**config.mk**
```make
export PLATFORM = sky130hd
export DESIGN_NAME = tlik_sqrt
export DESIGN_NICKNAME = d
export VERILOG_FILES = /design/src/hdl/tlik_pkg.sv /design/src/hdl/tlik_sqrt.sv
export SDC_FILE = /design/constraint.sdc
export NUM_CORES = 2
export LEC_CHECK = 0
export ABC_AREA = 1
export BUFFER_PORTS_ARGS = -buffer_cell sky130_fd_sc_hd__buf_2
export CAP_MARGIN = 20
export CORE_MARGIN = 1
export CORE_UTILIZATION = 45
export CTS_CLUSTER_DIAMETER = 60
export DETAILED_ROUTE_END_ITERATION = 12
export HOLD_SLACK_MARGIN = 0.12
export PLACE_DENSITY_LB_ADDON = 0.2
export SLEW_MARGIN = 20
export SYNTH_ARGS = -nofsm -noshare
export SYNTH_HDL_FRONTEND = slang
export SYNTH_SLANG_ARGS = --single-unit
```
**constraint.sdc**
```tcl
create_clock -name clk -period 2.4 [get_ports clk]
set_clock_uncertainty 0.15 [all_clocks]
set_input_delay 0.48 -clock clk [delete_from_list [all_inputs] [get_ports clk]]
set_output_delay 0.48 -clock clk [all_outputs]
set_load 0.03 [all_outputs]
```
**src/hdl/tlik_pkg.sv**
```systemverilog
`default_nettype none
package tlik_pkg;

  // Field and datapath widths
  localparam int FRAC_BITS_DEF    = 16;
  localparam int CORDIC_STEPS_DEF = 18;
  localparam int ANG_BITS         = 30;
  localparam int ANG_W            = 34;   // Q30 angle word
  localparam int IN_W             = 20;
  localparam int OUT_W            = 21;
  localparam int POS_W            = 22;   // shifted x, y
  localparam int R2_W             = 42;   // squared radius
  localparam int ROOT_W           = R2_W / 2;
  localparam int CORD_IN_W        = 22;
  localparam int CORD_W           = 50;
  localparam int CORD_PRE         = 24;   // operand prescale shift

  // Register indexes
  localparam logic [2:0] REG_SEG_LEN   = 3'd0;
  localparam logic [2:0] REG_TOOL_LEN  = 3'd1;
  localparam logic [2:0] REG_FRONT_OFF = 3'd2;
  localparam logic [2:0] REG_SHOULDER  = 3'd3;
  localparam logic [2:0] REG_ANG_OFF   = 3'd4;

  localparam logic signed [ANG_W-1:0] PI_Q30      = 34'sd3373259426;
  localparam logic signed [ANG_W-1:0] HALF_PI_Q30 = 34'sd1686629713;

  localparam logic [18:0] SEG_LEN_RST = 19'd32768;

  // Arctangent of 2^-i in Q30, rounded to nearest
  function automatic logic signed [ANG_W-1:0] atan_step(input int i);
    logic signed [ANG_W-1:0] a;
    a = '0;
    case (i)
      0:  a = 34'sd843314857;
      1:  a = 34'sd497837830;
      2:  a = 34'sd263043837;
      3:  a = 34'sd133525159;
      4:  a = 34'sd67021687;
      5:  a = 34'sd33543516;
      6:  a = 34'sd16775851;
      7:  a = 34'sd8388437;
      8:  a = 34'sd4194283;
      9:  a = 34'sd2097149;
      10: a = 34'sd1048576;
      default: begin
        if (i <= 30) a = 34'sd1 <<< (30 - i);
        else a = '0;
      end
    endcase
    return a;
  endfunction

endpackage
`default_nettype wire

```
**src/hdl/tlik_sqrt.sv**
```systemverilog
`default_nettype none
// Pipelined floor square root, one root bit per stage
module tlik_sqrt (
  input  wire logic                         clk,
  input  wire logic                         ce,
  input  wire logic [tlik_pkg::R2_W-1:0]    rad,
  output logic      [tlik_pkg::ROOT_W-1:0]  root
);
  localparam int SW = tlik_pkg::ROOT_W;
  localparam int RW = tlik_pkg::R2_W;
  localparam int MW = SW + 2;

  logic [RW-1:0] rad_r  [SW];
  logic [MW-1:0] rem_r  [SW];
  logic [SW-1:0] root_r [SW];

  for (genvar j = 0; j < SW; j++) begin : g_stage
    logic [RW-1:0] rad_in;
    logic [MW-1:0] rem_in;
    logic [SW-1:0] root_in;
    logic [MW+1:0] part;
    logic [MW+1:0] trial;

    if (j == 0) begin : g_first
      assign rad_in  = rad;
      assign rem_in  = '0;
      assign root_in = '0;
    end else begin : g_next
      assign rad_in  = rad_r[j-1];
      assign rem_in  = rem_r[j-1];
      assign root_in = root_r[j-1];
    end

    // bring down two radicand bits and try the next root bit
    assign part  = {rem_in, rad_in[RW-1 -: 2]};
    assign trial = {{(MW-SW){1'b0}}, root_in, 2'b01};

    always_ff @(posedge clk) begin
      if (ce) begin
        rad_r[j] <= rad_in << 2;
        if (part >= trial) begin
          rem_r[j]  <= MW'(part - trial);
          root_r[j] <= {root_in[SW-2:0], 1'b1};
        end else begin
          rem_r[j]  <= part[MW-1:0];
          root_r[j] <= {root_in[SW-2:0], 1'b0};
        end
      end
    end
  end

  assign root = root_r[SW-1];

endmodule
`default_nettype wire

```
; ---- Word-level counts from Yosys, hierarchy flattened
; Memories as Yosys holds them, arrays and structs flattened.
; Index checks and enable logic that the tools add are counted.
[totals]
ff_bits = 0
latch_bits = 0
ram_bits = 1764
mem_bits_ro = 0
input_bits = 44
n_memories = 3
[op_classes]
n_addsub = 21
multipliers = 0
n_div = 0
magnitude_cmp = 21
eq_ne = 0
shift = 0
muxes = 170
n_bitwise = 42
n_reduce_logical = 0
[mem_list]
columns = name, words, word_bits, rd, rd_ports_with_merged_regs, write_ports, line_no
row1 = rad_r, 21, 40, 20, 0, 21, tlik_sqrt.sv:13  ; logic [RW-1:0] rad_r [SW];
row2 = rem_r, 21, 23, 20, 0, 21, tlik_sqrt.sv:14  ; logic [MW-1:0] rem_r [SW];
row3 = root_r, 21, 21, 21, 0, 21, tlik_sqrt.sv:15  ; logic [SW-1:0] root_r [SW];
[op_table]
columns = operator, n
row1 = 25-bit by 23-bit >= comparator with 1-bit output, 20
row2 = 23-bit 2-to-1 mux, 21
row3 = 23-bit subtractor, 20
row4 = 21-bit 2-to-1 mux, 21
row5 = 1-bit 2-to-1 mux, 128
row6 = 1-bit OR, 42
row7 = 2-bit by 1-bit subtractor with 3-bit output (second input constant), 1
row8 = 2-bit by 1-bit >= comparator with 1-bit output (second input constant), 1

; ---- Logic depth before layout (Yosys ltp)
; An unclocked memory read counts as a cell.
[logic_depth]
word_depth = 6
depth_mapped = 15
ltp_nobuf = 15

; ---- Worst setup path after synthesis
; No wires, ideal clock.
[synth_path]
path_kind = input-to-reg
start = input ce
end = memory rem_r[4][69] in the netlist's numbering, enable pin
setup_time_ps = 415
t_arrival_ps = 1924
slack_ps = -89
path_stages = 3
path_buffers = 3
cell_sequence = buf_6 -> buf_8 -> clkbuf_1
[synth_rtl]
columns = item, line_no
row1 = from (decl), tlik_sqrt.sv:5  ; input wire logic ce,
row2 = to (decl), tlik_sqrt.sv:14

==> impl_metrics.json <==
{
  "power.leakage_nw": 34.5,
  "clockBufferDepth": 3,
  "clock_sinks": 1082,
  "post-route-util_pct": 57.4,
  "drt_wl_total_mm": 168,
  "root_buffer": "clkbuf_16",
  "cts-htree-levels": 4,
  "dp_cells": 9221,
  "avgSynthCellArea_um2": 8.79,
  "yosysUniqueCellTypes": 59,
  "ir_drop_mv": 0.642,
  "nFillCells": 11800,
  "fin_cells": 9689,
  "cap_violations": 0,
  "required_ps": 2760,
  "ant_nets": 0,
  "setup_slack_ps": 28.3,
  "cpMaxStageDelayCell": "edfxtp_1",
  "drive_above_1_share_pct": 20.9,
  "dieWidth_um": 369,
  "drtIter0Drc": 3792,
  "syn_nets": 7211,
  "critical_path_class": "reg -> reg",
  "ys.flop_type": "edfxtp_1",
  "finalSetupViolations": 0,
  "grt_pass1_wl_mm": 255,
  "synthToLayoutAreaGrowth_pct": 26.3,
  "initial_utilization_pct": 45.4,
  "firstDrtPassIters": 12,
  "setup_tns_ps": 0,
  "crit_arrival_ps": 2730,
  "core_um2": 134000,
  "wl_per_cell_um": 17.3,
  "dieArea_um2": 136000,
  "rsz0062_at_grt": "yes",
  "multi_input_area_um2": 26200,
  "synthesis.area_um2": 60700,
  "viasPerCell": 5.00,
  "slew_headroom_pct": 47.1,
  "hold_violations": 0,
  "dpl_worst_slack_ps": -211,
  "grt.overflow.total": 0,
  "antenna_cells": 0,
  "cpMostUsedCell": "nand2_1",
  "clk_latency_ps": 760,
  "rows": 134,
  "final_common_cell": "nand2_1",
  "regArea_um2": 32500,
  "die_y_um": 369,
  "finalCritPeriodShare_pct": 98.8,
  "grt_pass1_vias": 46100,
  "portBuffers": 64,
  "async_reset_ff_share_pct": 0,
  "ios": 65,
  "post-route-min-period_ps": 2370,
  "critPathMaxStageDelay_ps": 450,
  "grt_start_max_net_pins": 138,
  "holdWs_ps": 250,
  "clk_pin_slew_worst_paths_ps": 60,
  "seq_area_frac_synth_pct": 53.5,
  "numCtsBuffers": 139,
  "violations": "DRC",
  "ys_warn_count": 0,
  "antenna_found_initial": 0,
  "cts_tree": "done",
  "post-dp-hpwl_mm": 127,
  "crit_path_end_kind": "register",
  "cp-start-kind": "register",
  "via_count": 48400,
  "drc": 3,
  "tightestPinTransition_ps": 793,
  "synth_edf_count": 1081,
  "path_cells": "ha_4 > nand2_1 > inv_1 > nand2_1 > nand3_1 > nand2_1 > nand2_2 > nor2_4 > nand2_8 > buf_4 > nand2_1 > nand2_2",
  "slew_viol_final": 0,
  "fmax_mhz": 422,
  "p_per_area_nw_per_um2": 777,
  "mostFrequentLayoutCells": "nand2_1, inv_1, edfxtp_1, buf_4, nor2_1",
  "ys_ff_latch": 1082,
  "place_congestion": 0.946,
  "syn_inst": 6913,
  "hp-class": "reg -> reg",
  "outcome": "finished, violations left",
  "fin_nets": 8112,
  "critPathMaxFanout": 6,
  "grt.total_usage_pct": 23.9
}
-- where the power goes --
group | leakage, nW | internal [mW] | switching, mW
Combinational | 21.9 | 5.94 | 8.56
Clock | 2.19 | 11.9 | 8.38
Sequential | 10.4 | 23.3 | 1.60
Total | 34.5 | 41.1 | 18.5
-- path summary, 6_finish.rpt --
check | end | start | slack (ps) | cells after the start
setup / recovery | rem_r[3][52]$_DFFE_PP_ | rem_r[3][32]$_DFFE_PP_ | 30 | 12
hold / removal | rad_r[0][86]$_DFFE_PP_ | rad_r[0][44]$_DFFE_PP_ | 250 | 0
setup reg to reg | rem_r[3][52]$_DFFE_PP_ | rem_r[3][32]$_DFFE_PP_ | 30 | 12
hold reg to reg | rad_r[0][86]$_DFFE_PP_ | rad_r[0][44]$_DFFE_PP_ | 250 | 0
-- synth_stat cells (all sizes together) (2+ instances only) --
cell type / instances / area share, %
nor3: 108 / 0.99
and3: 8 / 0.082
o21bai: 23 / 0.28
nand2: 2202 / 14
a21o: 7 / 0.087
nor4: 16 / 0.20
nand3b: 50 / 0.62
ha: 254 / 5.2
inv: 1217 / 7.5
and2: 6 / 0.064
nand4: 139 / 1.5
xnor2: 71 / 1.0
or2: 8 / 0.082
nor2: 638 / 4.3
o21a: 10 / 0.12
xor2: 118 / 1.7
clkbuf: 22 / 0.14
edfxtp: 1081 / 53
a21oi: 192 / 1.7
nand3: 508 / 4.5
clkinv: 2 / 0.012
a21boi: 5 / 0.062
o21ai: 154 / 1.4
o211ai: 11 / 0.15
nor3b: 2 / 0.025
buf: 56 / 0.81
-- what timing repair did --
action	in CTS	in global routing
gates cloned	2	12
gates resized for setup	94	454
hold buffers	43	0
buffers inserted	26	137
setup endpoints to repair	198	383
pin swaps	10	103
hold endpoints to repair	50	0
-- registers in the layout, indices dropped and copies added, names as in the netlist --
register,flops
rad_r,420
root_r,231
rem_r,431
-- per-stage QoR --
step / cell area, µm² / power [mW]
floorplan: 60700 / 32.4
global placement: 67200 / 37.7
detailed placement: 67200 / 37.7
CTS: 73000 / 58.6
global route: 76700 / 62.7
finish: 76700 / 59.6
-- metal layers --
metal / wire, µm / track usage, % / vias up
li1: - / - / 24300
met1: 76500 / 33.0 / 22600
met2: 78500 / 38.9 / 1230
met3: 8430 / 3.14 / 251
met4: 4340 / 7.26 / 0
met5: 0 / 0 / -
-- final cells by class --
class                      count  share of cell area (%)
sequential                  1082                    42.3
clock inverter                89                    1.18
multi-input combinational   4543                    34.1
clock buffer                 159                    4.66
timing repair buffer         829                    8.84
inverter                    1219                    5.99
tap                         1768                    2.88
-- kinds of logic after synthesis --
kind of cell / Yosys count / share of synthesized area (%)
AO/OA/AOI/OAI: 405 / 3.84
XOR/XNOR: 189 / 2.73
adder cells (fa/ha/maj): 254 / 5.23
buffers and inverters: 1297 / 8.48
flip-flops: 1082 / 53.5
AND/OR/NAND/NOR: 3686 / 26.2
-- critical path: cells and delay by family (launching register included) --
kind / cells / cell delay [ps]
adders and majority gates: 1 / 290
buffers and inverters: 2 / 220
DFF: 1 / 450
and+or+nand+nor: 9 / 1000
No activity file was read; power rests on OpenSTA's default activity.
